$ cat src/hw/rtl/rvx_pkg.sv
`default_nettype none
package rvx_pkg;

   localparam int DATA_WIDTH  = 32;
   localparam int MODE_WIDTH  = 5;
   localparam int SHAMT_WIDTH = 5;
   localparam int QUEUE_DEPTH = 4;
   localparam int QPTR_WIDTH  = $clog2(QUEUE_DEPTH);

   localparam logic [DATA_WIDTH-1:0] UPPER_MASK = 32'hFFFFF000;
   localparam logic [DATA_WIDTH-1:0] ALL_ONES   = 32'hFFFFFFFF;
   localparam logic [DATA_WIDTH-1:0] LINK_STEP  = 32'd4;

   typedef enum logic [MODE_WIDTH-1:0] {
      OP_ADDI  = 5'd0,  OP_ANDI  = 5'd1,  OP_ORI  = 5'd2,  OP_XORI = 5'd3,
      OP_SLTI  = 5'd4,  OP_SLTIU = 5'd5,  OP_SLLI = 5'd6,  OP_SRLI = 5'd7,
      OP_SRAI  = 5'd8,  OP_LUI   = 5'd9,  OP_AUIPC = 5'd10, OP_ADD = 5'd11,
      OP_SUB   = 5'd12, OP_SLT   = 5'd13, OP_SLTU = 5'd14, OP_AND  = 5'd15,
      OP_OR    = 5'd16, OP_XOR   = 5'd17, OP_MUL  = 5'd18, OP_DIV  = 5'd19,
      OP_SLL   = 5'd20, OP_SRL   = 5'd21, OP_SRA  = 5'd22, OP_JAL  = 5'd23,
      OP_JALR  = 5'd24, OP_BEQ   = 5'd25, OP_BNE  = 5'd26, OP_BLT  = 5'd27,
      OP_BLTU  = 5'd28, OP_BGE   = 5'd29, OP_BGEU = 5'd30
   } op_type;

   typedef struct packed {
      logic                   is_div;
      logic [MODE_WIDTH-1:0]  mode;
      logic [DATA_WIDTH-1:0]  operand_a;
      logic [DATA_WIDTH-1:0]  operand_b;
      logic [DATA_WIDTH-1:0]  immediate;
      logic [SHAMT_WIDTH-1:0] shift_amount;
      logic [DATA_WIDTH-1:0]  instr_address;
   } item_type;

   typedef struct packed {
      logic [DATA_WIDTH-1:0] result;
      logic                  branch_taken;
      logic [DATA_WIDTH-1:0] target_address;
   } rsp_type;

   typedef struct packed {
      logic busy;
      logic done;
   } div_status_type;

endpackage
`default_nettype wire

$ cat src/hw/rtl/rvx_if.sv
`default_nettype none
interface rvx_req_if;
   logic                                  valid;
   logic                                  ready;
   logic        [rvx_pkg::MODE_WIDTH-1:0]  mode;
   logic signed [rvx_pkg::DATA_WIDTH-1:0]  operand_a;
   logic signed [rvx_pkg::DATA_WIDTH-1:0]  operand_b;
   logic signed [rvx_pkg::DATA_WIDTH-1:0]  immediate;
   logic        [rvx_pkg::SHAMT_WIDTH-1:0] shift_amount;
   logic        [rvx_pkg::DATA_WIDTH-1:0]  instr_address;
   modport source (output valid, mode, operand_a, operand_b, immediate, shift_amount,
                   instr_address, input ready);
   modport sink (input valid, mode, operand_a, operand_b, immediate, shift_amount,
                 instr_address, output ready);
endinterface

interface rvx_rsp_if;
   logic                             valid;
   logic                             ready;
   logic [rvx_pkg::DATA_WIDTH-1:0]   result;
   logic                             branch_taken;
   logic [rvx_pkg::DATA_WIDTH-1:0]   target_address;
   modport source (output valid, result, branch_taken, target_address, input ready);
   modport sink (input valid, result, branch_taken, target_address, output ready);
endinterface
`default_nettype wire

$ cat src/hw/rtl/rvx_front.sv
`default_nettype none
module rvx_front (
   input  wire logic              clock,
   input  wire logic              reset,
   rvx_req_if.sink                req_chan,
   output rvx_pkg::item_type      push_item,
   output logic                   push_valid,
   input  wire logic              push_ready
);
   logic              valid_ff, valid_in;
   rvx_pkg::item_type item_ff, item_in;
   logic              load;

   assign req_chan.ready = !valid_ff || push_ready;
   assign load = req_chan.valid && req_chan.ready;

   always_comb begin
      item_in               = item_ff;
      valid_in              = valid_ff;
      if (push_ready) valid_in = 1'b0;
      if (load) begin
         valid_in               = 1'b1;
         item_in.is_div         = (req_chan.mode == rvx_pkg::OP_DIV);
         item_in.mode           = req_chan.mode;
         item_in.operand_a      = req_chan.operand_a;
         item_in.operand_b      = req_chan.operand_b;
         item_in.immediate      = req_chan.immediate;
         item_in.shift_amount   = req_chan.shift_amount;
         item_in.instr_address  = req_chan.instr_address;
      end
   end

   always_ff @(posedge clock) begin
      if (reset) valid_ff <= 1'b0;
      else valid_ff <= valid_in;
      item_ff <= item_in;
   end

   assign push_item  = item_ff;
   assign push_valid = valid_ff;
endmodule
`default_nettype wire

$ cat src/hw/rtl/rvx_queue.sv
`default_nettype none
module rvx_queue (
   input  wire logic              clock,
   input  wire logic              reset,
   input  wire rvx_pkg::item_type in_item,
   input  wire logic              in_valid,
   output logic                   in_ready,
   output rvx_pkg::item_type      out_item,
   output logic                   out_valid,
   input  wire logic              out_pop
);
   rvx_pkg::item_type                  mem_ff [rvx_pkg::QUEUE_DEPTH];
   logic [rvx_pkg::QPTR_WIDTH-1:0]     wr_ff, wr_in, rd_ff, rd_in;
   logic [rvx_pkg::QPTR_WIDTH:0]       count_ff, count_in;
   logic                               push, pop;

   assign in_ready  = (count_ff != rvx_pkg::QUEUE_DEPTH[rvx_pkg::QPTR_WIDTH:0]);
   assign out_valid = (count_ff != '0);
   assign push      = in_valid && in_ready;
   assign pop       = out_pop && out_valid;
   assign out_item  = mem_ff[rd_ff];

   always_comb begin
      wr_in    = push ? wr_ff + 1'b1 : wr_ff;
      rd_in    = pop ? rd_ff + 1'b1 : rd_ff;
      count_in = count_ff + {{rvx_pkg::QPTR_WIDTH{1'b0}}, push}
                          - {{rvx_pkg::QPTR_WIDTH{1'b0}}, pop};
   end

   always_ff @(posedge clock) begin
      if (reset) begin
         wr_ff    <= '0;
         rd_ff    <= '0;
         count_ff <= '0;
      end else begin
         wr_ff    <= wr_in;
         rd_ff    <= rd_in;
         count_ff <= count_in;
      end
      if (push) mem_ff[wr_ff] <= in_item;
   end
endmodule
`default_nettype wire

$ cat src/hw/rtl/rvx_divider.sv
`default_nettype none
module rvx_divider (
   input  wire logic                          clock,
   input  wire logic                          reset,
   input  wire logic                          start,
   input  wire logic [rvx_pkg::DATA_WIDTH-1:0] dividend,
   input  wire logic [rvx_pkg::DATA_WIDTH-1:0] divisor,
   input  wire logic                          ack,
   output rvx_pkg::div_status_type            status,
   output logic [rvx_pkg::DATA_WIDTH-1:0]     quotient
);
   localparam int W = rvx_pkg::DATA_WIDTH;

   logic                  busy_ff, done_ff;
   logic [$clog2(W)-1:0]  count_ff;
   logic [W-1:0]          rem_ff, quo_ff, den_ff;
   logic                  neg_ff, zero_ff;
   logic [W:0]            rem_sh, diff;

   assign rem_sh = {rem_ff, quo_ff[W-1]};
   assign diff   = rem_sh - {1'b0, den_ff};

   always_ff @(posedge clock) begin
      if (reset) begin
         busy_ff <= 1'b0;
         done_ff <= 1'b0;
      end else if (start) begin
         busy_ff <= 1'b1;
         done_ff <= 1'b0;
      end else if (busy_ff && count_ff == $clog2(W)'(W-1)) begin
         busy_ff <= 1'b0;
         done_ff <= 1'b1;
      end else if (ack) begin
         done_ff <= 1'b0;
      end
      if (start) begin
         count_ff <= '0;
         rem_ff   <= '0;
         quo_ff   <= dividend[W-1] ? W'(0) - dividend : dividend;
         den_ff   <= divisor[W-1] ? W'(0) - divisor : divisor;
         neg_ff   <= dividend[W-1] ^ divisor[W-1];
         zero_ff  <= (divisor == '0);
      end else if (busy_ff) begin
         count_ff <= count_ff + 1'b1;
         rem_ff   <= diff[W] ? rem_sh[W-1:0] : diff[W-1:0];
         quo_ff   <= {quo_ff[W-2:0], !diff[W]};
      end
   end

   assign status   = '{busy: busy_ff, done: done_ff};
   assign quotient = zero_ff ? rvx_pkg::ALL_ONES : (neg_ff ? W'(0) - quo_ff : quo_ff);
endmodule
`default_nettype wire

$ cat src/hw/rtl/rvx_back.sv
`default_nettype none
module rvx_back (
   input  wire logic              clock,
   input  wire logic              reset,
   input  wire rvx_pkg::item_type head,
   input  wire logic              head_valid,
   output logic                   pop,
   rvx_rsp_if.source              rsp_chan
);
   localparam int W = rvx_pkg::DATA_WIDTH;

   logic                    out_valid_ff, out_valid_in;
   rvx_pkg::rsp_type        out_ff, out_in, alu_out;
   logic                    load_ok, alu_fire, div_start, div_fire;
   rvx_pkg::div_status_type div_status;
   logic [W-1:0]            div_q;
   logic [W-1:0]            a, b, imm, pc, btgt;
   logic [4:0]              bsh;
   logic                    lts, ltu;

   rvx_divider u_div (
      .clock    (clock),
      .reset    (reset),
      .start    (div_start),
      .dividend (head.operand_a),
      .divisor  (head.operand_b),
      .ack      (div_fire),
      .status   (div_status),
      .quotient (div_q)
   );

   assign load_ok   = !out_valid_ff || rsp_chan.ready;
   assign alu_fire  = head_valid && !head.is_div && load_ok;
   assign div_start = head_valid && head.is_div && !div_status.busy && !div_status.done;
   assign div_fire  = div_status.done && load_ok;
   assign pop       = alu_fire || div_fire;

   always_comb begin
      a    = head.operand_a;
      b    = head.operand_b;
      imm  = head.immediate;
      pc   = head.instr_address;
      bsh  = b[4:0];
      btgt = pc + imm;
      lts  = $signed(a) < $signed(b);
      ltu  = a < b;
      alu_out = '0;
      case (head.mode)
         rvx_pkg::OP_ADDI:  alu_out.result = a + imm;
         rvx_pkg::OP_ANDI:  alu_out.result = a & imm;
         rvx_pkg::OP_ORI:   alu_out.result = a | imm;
         rvx_pkg::OP_XORI:  alu_out.result = a ^ imm;
         rvx_pkg::OP_SLTI:  alu_out.result = W'($signed(a) < $signed(imm));
         rvx_pkg::OP_SLTIU: alu_out.result = W'(a < imm);
         rvx_pkg::OP_SLLI:  alu_out.result = a << head.shift_amount;
         rvx_pkg::OP_SRLI:  alu_out.result = a >> head.shift_amount;
         rvx_pkg::OP_SRAI:  alu_out.result = W'($signed(a) >>> head.shift_amount);
         rvx_pkg::OP_LUI:   alu_out.result = imm & rvx_pkg::UPPER_MASK;
         rvx_pkg::OP_AUIPC: alu_out.result = (imm & rvx_pkg::UPPER_MASK) + pc;
         rvx_pkg::OP_ADD:   alu_out.result = a + b;
         rvx_pkg::OP_SUB:   alu_out.result = a - b;
         rvx_pkg::OP_SLT:   alu_out.result = W'(lts);
         rvx_pkg::OP_SLTU:  alu_out.result = W'(ltu);
         rvx_pkg::OP_AND:   alu_out.result = a & b;
         rvx_pkg::OP_OR:    alu_out.result = a | b;
         rvx_pkg::OP_XOR:   alu_out.result = a ^ b;
         rvx_pkg::OP_MUL:   alu_out.result = a * b;
         rvx_pkg::OP_SLL:   alu_out.result = a << bsh;
         rvx_pkg::OP_SRL:   alu_out.result = a >> bsh;
         rvx_pkg::OP_SRA:   alu_out.result = W'($signed(a) >>> bsh);
         rvx_pkg::OP_JAL: begin
            alu_out.result         = pc + rvx_pkg::LINK_STEP;
            alu_out.branch_taken   = 1'b1;
            alu_out.target_address = btgt;
         end
         rvx_pkg::OP_JALR: begin
            alu_out.result         = pc + rvx_pkg::LINK_STEP;
            alu_out.branch_taken   = 1'b1;
            alu_out.target_address = (a + imm) & ~W'(1);
         end
         rvx_pkg::OP_BEQ: begin
            alu_out.branch_taken = (a == b);  alu_out.target_address = btgt;
         end
         rvx_pkg::OP_BNE: begin
            alu_out.branch_taken = (a != b);  alu_out.target_address = btgt;
         end
         rvx_pkg::OP_BLT: begin
            alu_out.branch_taken = lts;  alu_out.target_address = btgt;
         end
         rvx_pkg::OP_BLTU: begin
            alu_out.branch_taken = ltu;  alu_out.target_address = btgt;
         end
         rvx_pkg::OP_BGE: begin
            alu_out.branch_taken = !lts;  alu_out.target_address = btgt;
         end
         rvx_pkg::OP_BGEU: begin
            alu_out.branch_taken = !ltu;  alu_out.target_address = btgt;
         end
         default: alu_out = '0;
      endcase
   end

   always_comb begin
      out_in       = out_ff;
      out_valid_in = out_valid_ff;
      if (rsp_chan.ready) out_valid_in = 1'b0;
      if (alu_fire) begin
         out_in       = alu_out;
         out_valid_in = 1'b1;
      end else if (div_fire) begin
         out_in       = '0;
         out_in.result = div_q;
         out_valid_in = 1'b1;
      end
   end

   always_ff @(posedge clock) begin
      if (reset) out_valid_ff <= 1'b0;
      else out_valid_ff <= out_valid_in;
      out_ff <= out_in;
   end

   assign rsp_chan.valid          = out_valid_ff;
   assign rsp_chan.result         = out_ff.result;
   assign rsp_chan.branch_taken   = out_ff.branch_taken;
   assign rsp_chan.target_address = out_ff.target_address;
endmodule
`default_nettype wire

$ cat src/hw/rtl/rv32im_execute_alu.sv
// RV32IM execute ALU. Items enter on req_chan with a valid/ready handshake and
// leave, one result per item and in order, on rsp_chan. A front register takes
// each item and files it into a four-entry queue; the back end executes the
// queue head and holds its result in an output register. All operations but
// div sustain one item per cycle while rsp_chan is ready. A div holds the back
// end in its shift-subtract divider, which retires one quotient bit per cycle;
// the front keeps accepting until the queue fills.
`default_nettype none
module rv32im_execute_alu (
   input  wire logic clock,
   input  wire logic reset,
   rvx_req_if.sink   req_chan,
   rvx_rsp_if.source rsp_chan
);
   rvx_pkg::item_type push_item, head_item;
   logic              push_valid, push_ready, head_valid, head_pop;

   rvx_front u_front (
      .clock      (clock),
      .reset      (reset),
      .req_chan   (req_chan),
      .push_item  (push_item),
      .push_valid (push_valid),
      .push_ready (push_ready)
   );

   rvx_queue u_queue (
      .clock     (clock),
      .reset     (reset),
      .in_item   (push_item),
      .in_valid  (push_valid),
      .in_ready  (push_ready),
      .out_item  (head_item),
      .out_valid (head_valid),
      .out_pop   (head_pop)
   );

   rvx_back u_back (
      .clock      (clock),
      .reset      (reset),
      .head       (head_item),
      .head_valid (head_valid),
      .pop        (head_pop),
      .rsp_chan   (rsp_chan)
   );
endmodule
`default_nettype wire

$ cat src/flat_wrapper.sv
// flat-port wrapper written by rule: the top's interface ports become plain ports
module rv32im_execute_alu_flat 
  (clock, reset, req_chan_valid, req_chan_mode, req_chan_operand_a, req_chan_operand_b, req_chan_immediate, req_chan_shift_amount, req_chan_instr_address, req_chan_ready, rsp_chan_valid, rsp_chan_result, rsp_chan_branch_taken, rsp_chan_target_address, rsp_chan_ready);
  rvx_req_if req_chan_i ();
  rvx_rsp_if rsp_chan_i ();
  input  wire logic clock;
  input  wire logic reset;
  input wire logic [$bits(req_chan_i.valid)-1:0] req_chan_valid;
  input wire logic [$bits(req_chan_i.mode)-1:0] req_chan_mode;
  input wire logic [$bits(req_chan_i.operand_a)-1:0] req_chan_operand_a;
  input wire logic [$bits(req_chan_i.operand_b)-1:0] req_chan_operand_b;
  input wire logic [$bits(req_chan_i.immediate)-1:0] req_chan_immediate;
  input wire logic [$bits(req_chan_i.shift_amount)-1:0] req_chan_shift_amount;
  input wire logic [$bits(req_chan_i.instr_address)-1:0] req_chan_instr_address;
  output wire logic [$bits(req_chan_i.ready)-1:0] req_chan_ready;
  output wire logic [$bits(rsp_chan_i.valid)-1:0] rsp_chan_valid;
  output wire logic [$bits(rsp_chan_i.result)-1:0] rsp_chan_result;
  output wire logic [$bits(rsp_chan_i.branch_taken)-1:0] rsp_chan_branch_taken;
  output wire logic [$bits(rsp_chan_i.target_address)-1:0] rsp_chan_target_address;
  input wire logic [$bits(rsp_chan_i.ready)-1:0] rsp_chan_ready;
  assign req_chan_i.valid = req_chan_valid;
  assign req_chan_i.mode = req_chan_mode;
  assign req_chan_i.operand_a = req_chan_operand_a;
  assign req_chan_i.operand_b = req_chan_operand_b;
  assign req_chan_i.immediate = req_chan_immediate;
  assign req_chan_i.shift_amount = req_chan_shift_amount;
  assign req_chan_i.instr_address = req_chan_instr_address;
  assign req_chan_ready = req_chan_i.ready;
  assign rsp_chan_valid = rsp_chan_i.valid;
  assign rsp_chan_result = rsp_chan_i.result;
  assign rsp_chan_branch_taken = rsp_chan_i.branch_taken;
  assign rsp_chan_target_address = rsp_chan_i.target_address;
  assign rsp_chan_i.ready = rsp_chan_ready;
  rv32im_execute_alu u_core (.clock(clock), .reset(reset), .req_chan(req_chan_i), .rsp_chan(rsp_chan_i));
endmodule
$ cat config.mk
export PLATFORM = sky130hd
export DESIGN_NAME = rv32im_execute_alu_flat
export DESIGN_NICKNAME = d
export VERILOG_FILES = /design/src/hw/rtl/rvx_pkg.sv /design/src/hw/rtl/rvx_if.sv /design/src/hw/rtl/rvx_front.sv /design/src/hw/rtl/rvx_queue.sv /design/src/hw/rtl/rvx_divider.sv /design/src/hw/rtl/rvx_back.sv /design/src/hw/rtl/rv32im_execute_alu.sv /design/src/flat_wrapper.sv
export SDC_FILE = /design/constraint.sdc
export NUM_CORES = 2
export LEC_CHECK = 0
export BUFFER_PORTS_ARGS = -buffer_cell sky130_fd_sc_hd__buf_2
export CAP_MARGIN = 10
export CORE_AREA = 5 5 373 375
export CTS_BUF_LIST = sky130_fd_sc_hd__clkbuf_2
export DETAILED_ROUTE_END_ITERATION = 8
export DIE_AREA = 0 0 378 380
export PLACE_DENSITY = 0.69
export SYNTH_ARGS = -nofsm -noshare
export SYNTH_HDL_FRONTEND = slang
export SYNTH_SLANG_ARGS = --single-unit
$ cat constraint.sdc
create_clock -name clock -period 8.55 [get_ports clock]
set_input_delay 0.4275 -clock clock [delete_from_list [all_inputs] [get_ports clock]]
set_output_delay 0.4275 -clock clock [all_outputs]
set_load 0.03 [all_outputs]
======== Word-level counts from Yosys, hierarchy flattened ========
Memories as Yosys holds them, arrays and structs flattened. A register that Yosys moved wholly into a read port is not among the register bits.
Index checks and enable logic that the tools add are counted.
operators by class
  equality and inequality tests ........... 34
  shift-type cells ........................ 6
  bitwise gates (word level) .............. 7
  multiply operators ...................... 1
  $add $sub $neg .......................... 15
  multiplexer cells ....................... 24
  magnitude comparators ................... 4
  reductions and logical operators ........ 32
operators by type and width
  kind                                               count
  case mux 32 bit (23 select lines)                  1
  case mux 33 bit (8 select lines)                   1
  2-to-1 mux 32 bit                                  6
  2-to-1 mux 65 bit                                  2
  adder 32 bit                                       4
  less-than comparator 32 bit                        4
  subtractor 1 x 32 -> 32 bit, first input constant  3
  == test 5 bit, second input constant               16
  bitwise AND 32 bit                                 2
  OR 32 bit                                          2
  << shifter 32 x 5 -> 32 bit                        2
  right shift 32 x 5 -> 32 bit                       2
  >>> shifter 32 x 5 -> 32 bit                       2
  XOR 32 bit                                         2
  == test 5 x 4 -> 1 bit, second input constant      8
  subtractor 33 x 32 -> 33 bit                       1
  adder 32 x 3 -> 32 bit, second input constant      1
  == test 32 bit                                     1
  zero test 32 bit                                   1
  multiplier 32 x 32 -> 32 bit                       1
  != test 32 bit                                     1
  subtractor 32 bit                                  1
  2-to-1 mux 31 bit                                  1
  == test 5 x 3 -> 1 bit, second input constant      4
  17 further kinds                                   54
storage, ports and cells
  register bits after elaboration ......... 318
  output and inout port bits .............. 67
  RAM bits ................................ 556
  word-level logic and storage cells ...... 148
  memories kept ........................... 1
memories
  name                   words  bits a word  rd ports  clocked after Yosys merged registers in  write ports  line             RTL
  u_core.u_queue.mem_ff  4      139          1         1                                        1            rvx_queue.sv:12  rvx_pkg::item_type mem_ff [rvx_pkg::QUEUE_DEPTH];

======== Depth between registers and ports, before layout ========
  depth after elaboration ................. 7
  gate-level depth with buffers ........... 36
  depth with buffers taken out ............ 31

======== Modules after synthesis ========
Synthesis repeated with hierarchy kept, for this count alone.
unflattened totals
  cell total of the unflattened synthesis .. 6520
  area total of the unflattened synthesis .. 69092.5 sq um
by module, submodules not included
  module       times used  seq. area each (sq um)  cells an instance  area each (sq um)
  rvx_back     1           1971.9                  4659               36490.0
  rvx_queue    1           16876.2                 775                20535.9
  rvx_divider  1           2762.6                  940                7825.0
  rvx_front    1           4194.0                  146                4241.6

======== Least setup slack after synthesis ========
Ideal clock, no wire load.
  path type ............................... register to register
  start point ............................. register with a tool-made name
  end point ............................... register u_core.u_back.out_ff (netlist bit u_core.u_back.rsp_chan.result[30]) (data pin)
  arrival time ............................ 8666 ps
  data required time ...................... 8286 ps
  stages on the path, launching flop included .. 34
  path slack .............................. -380 ps
  clock period less this slack ............ 8930 ps
  path through ............................ dfxtp_1 buf_4 buf_4 buf_6 buf_2 buf_2 nand2_1 o21ai_2 clkinv_1 clkbuf_1 ha_1 fa_1 inv_1 fa_1 fa_1 inv_1 fa_1 ha_1 ha_1 inv_1 fa_1 inv_1 fa_1 ha_1 or4_1 a31o_2 o211ai_1 a31oi_1 a221oi_1 o21ai_0 a221oi_1 or4_1 a21oi_1 o41a_1
RTL lines
  what                  line             RTL
  end signal, assigned  rvx_back.sv:120  out_ff <= out_in;
  end, declared         rvx_back.sv:13   rvx_pkg::rsp_type out_ff, out_in, alu_out;

==> out/qor.csv <==
stage,metric,value,unit
run_status,status,finished with violations,
run_status,violations,"max-capacitance violations, max-slew violations, negative setup slack",
worst_setup_path,start_kind,flip-flop,
worst_setup_path,cp.required,10.12,ns
synth,netlist.area_leader.share,0.369,
drt,met3_length,48200,µm
drt,top_layer_used,met5,
global_routing,grt_overflow_total,0,
synth,synthTopCellsByArea,"edfxtp_1 (37%), fa_1 (12%), ha_1 (6.0%)",
drt,routedWlPerCell,36.1,µm
worst_setup_path,cpMaxStageDelayCell,fa_1,
floorplanning,die_w,378,µm
sta,fin_crit_sh,1.02,
clocking,cts_max_level,4,
floorplanning,initial_core_util,0.499,
synth,ys_seq_area_frac,0.384,
drt,drt-vias-per-instance,6.62,
sta,setup_viol,5,
floorplanning,dieArea,144000,µm²
placement,hpwlAfterDp,251000,µm
synth,synth_cells,6573,
placement,port_buffers,208,
global_routing,grt_pass1_vias,61100,
finish,fillers,10700,
drt,vias,63400,
worst_setup_path,regToRegSetupSlack,-0.20,ns
floorplanning,core_area,135000,µm²
placement,gp_congestion,1.18,
placement,dp_slack,-0.798,ns
sta,hold_viol,0,
clocking,cts_tree,yes,
finish,final_cell_count_no_fill,9578,
clocking,cts_buffers,207,
synth,ys_types,96,
synth,synth_flop_cell,edfxtp_1,
drt,route.met2.wl,143000,µm
drt,drtIter0Drc,9719,
finish,nets,8477,
drt,wirelength,345000,µm
floorplanning,pin_count,209,
worst_setup_path,end_kind,flip-flop,
global_routing,track_usage,0.467,
worst_setup_path,cp_common_cell,fa_1,
synth,synthesis.nets,7454,
clocking,root_buffer,clkbuf_2,
global_routing,antenna_found_initial,44,
synth,synth_edf_count,826,
drt,met1_length,123000,µm
synth,synth_top_area_cell,edfxtp_1,
floorplanning,core.rowCount,135,
synth,yosysWarnings,0,
synth,syn_area_per_cell,10.2,µm²
synth,synth_seq_cells,876,
clocking,max-clock-path-buffers,3,
worst_setup_path,worstPathMaxFanout,8,
finish,stdcell_area,81400,µm²
clocking,clk_latency,1.86,ns
sta,max-slew-margin-rel,-0.00866,
worst_setup_path,path_class,reg -> reg,
min_path,hold_class,in -> reg,
min_path,min_from,req_chan_operand_b[25],
global_routing,grt_max_degree,119,
synth,async_flop_share,0,
drt,drc_errors,0,
min_path,min_path_cells,3,
sta,worst_slack,-0.199,ns
drt,antenna_left,0,
drt,firstDrtPassIters,9,
placement,placed_area,73600,µm²
sta,fin_skew,0.273,ns
worst_setup_path,max_stage_delay,0.52,ns
sta,setup-tns-final,-0.646,ns
sta,fmax,114,MHz
global_routing,grt_pass1_wl,470000,µm
sta,drv_slew,3,
clocking,cts.sinks,876,
floorplanning,die_h,380,µm
placement,dp.cells,8692,
worst_setup_path,critical_path_arrival,10.32,ns
sta,worst_slew_pin_slew,1.50,ns
finish,syn2layout_area_growth,21.0,%
worst_setup_path,reg2reg_depth,31,
sta,fin_crit,8.75,ns
clocking,clk_pin_slew,0.15,ns
sta,rsz0062_at_grt,yes,
finish,drive_above_1_share,0.191,
synth,syn_area,67300,µm²
job,drv_cap,2,
==> path summary, 6_finish.rpt <==
| check | to |
|---|---|
| min | u_core.u_front.push_item[94] |
| max | u_core.u_back.rsp_chan.result[30] |
| max reg2reg | u_core.u_back.rsp_chan.result[30] |
| min reg2reg | u_core.u_queue.mem_ff[2][80] |
==> sequential cells by signal (all words and copies together), names as in the netlist, 2 cells and up, named ones only <==
name                                   cells
u_core.u_back.rsp_chan.target_address     32
u_core.u_back.u_div.rem_ff                32
u_core.u_queue.mem_ff                    556
u_core.u_queue.count_ff                    3
u_core.u_back.u_div.count_ff               5
u_core.u_queue.rd_ff                       2
u_core.u_queue.wr_ff                       2
u_core.u_back.rsp_chan.result             32
u_core.u_front.push_item                 139
u_core.u_back.u_div.quo_ff                32
u_core.u_back.u_div.den_ff                32
==> cells in the mapped netlist, types with 26 or more instances <==
cell        n
a31oi_1    36
nor3_1    105
nand2b_1   44
nand4_1    38
a21oi_1   365
o31ai_1    28
nor2b_1    36
xor2_1     84
nand3_1    97
nand2_1   606
a211oi_1   60
o22ai_1    57
o21ai_0   382
a22oi_1    32
buf_2      57
ha_1      324
buf_1      34
mux2i_1   180
edfxtp_1  826
and3_1     35
inv_1     564
clkbuf_1  285
o21a_1     34
xnor2_1   270
o211ai_1   77
mux4_2     97
and2_1     44
o21bai_1   37
nor4_1     30
dfxtp_1    50
a21o_1     67
fa_1      415
mux2_2     58
a32oi_1    26
nor2_1    664
a221oi_1   47
==> routing by layer <==
layer	GRT usage	vias up
met2	0.667	5212
met1	0.585	31200
met5	0	-
li1	-	25600
met4	0.311	18
met3	0.183	1336
==> what timing repair did <==
item | CTS | global route
hold endpoints to repair | 355 | 0
endpoints found under the setup margin | 10 | 12
hold buffers | 423 | 0
buffers inserted | 20 | 30
cloned | 2 | 1
gates resized for setup | 95 | 126
pin swaps | 22 | 39
==> critical path: cells and delay by family (launching register included) <==
| kind | cells | cell delay [ns] |
|---|---|---|
| flip-flops | 1 | 0.48 |
| AND/OR/NAND/NOR | 3 | 0.26 |
| AO/OA/AOI/OAI | 8 | 1.97 |
| multiplexers | 1 | 0.38 |
| adder cells (fa/ha/maj) | 9 | 4.15 |
| buffers and inverters | 10 | 1.26 |
==> area by class of cell <==
type | count | area (µm²) | area share
multi-input cells | 4719 | 38500 | 0.473
well taps | 1781 | 2230 | 0.0274
diodes | 29 | 72.6 | 0.000891
flip-flops and latches | 876 | 25800 | 0.317
inverters | 583 | 2230 | 0.0274
clock buffers | 315 | 1580 | 0.0194
repair buffers | 1209 | 10500 | 0.129
clock inverters | 66 | 455 | 0.00559
==> cells by family (layout without fill, tap and decap cells) <==
logic type	count (synthesis)	after routing	share of synthesized area
other cells	0	29	0
fa+ha+maj	739	739	0.184
flops	876	876	0.384
compound gates	1486	1486	0.142
xor+xnor	354	354	0.0461
simple gates	1805	1805	0.119
mux	335	335	0.0690
buf+inv	978	2173	0.0568
==> through the flow <==
step,hold slack [ns],utilization
after global placement,0.466,0.546
after floorplan,0.450,-
after detailed placement,0.476,0.546
final,0.128,0.603
after CTS,0.00909,0.596
after global routing,0.0921,0.603
==> cell usage in the layout, fill, tap and decap left out, types with 35 or more instances in the layout <==
cell type and instances:
a211oi_1 60, a21o_1 67, a21oi_1 360, a221oi_1 43, and2_1 39, and3_1 35, buf_12 51, buf_2 208
buf_4 479, clkbuf_2 315, clkinv_1 54, dfxtp_1 48, dlygate4sd3_1 423, edfxtp_1 826, fa_1 401, ha_1 307
inv_1 548, mux2_2 54, mux2i_1 177, mux4_2 97, nand2_1 597, nand2b_1 44, nand3_1 94, nand4_1 38
nor2_1 657, nor2b_1 36, nor3_1 97, o211ai_1 77, o21ai_0 355, o21bai_1 36, o22ai_1 57, xnor2_1 268
xor2_1 83
Power is left out: the tool's default activity adds up to more than one toggle a clock period on the data nets, which glitch-free logic cannot reach.
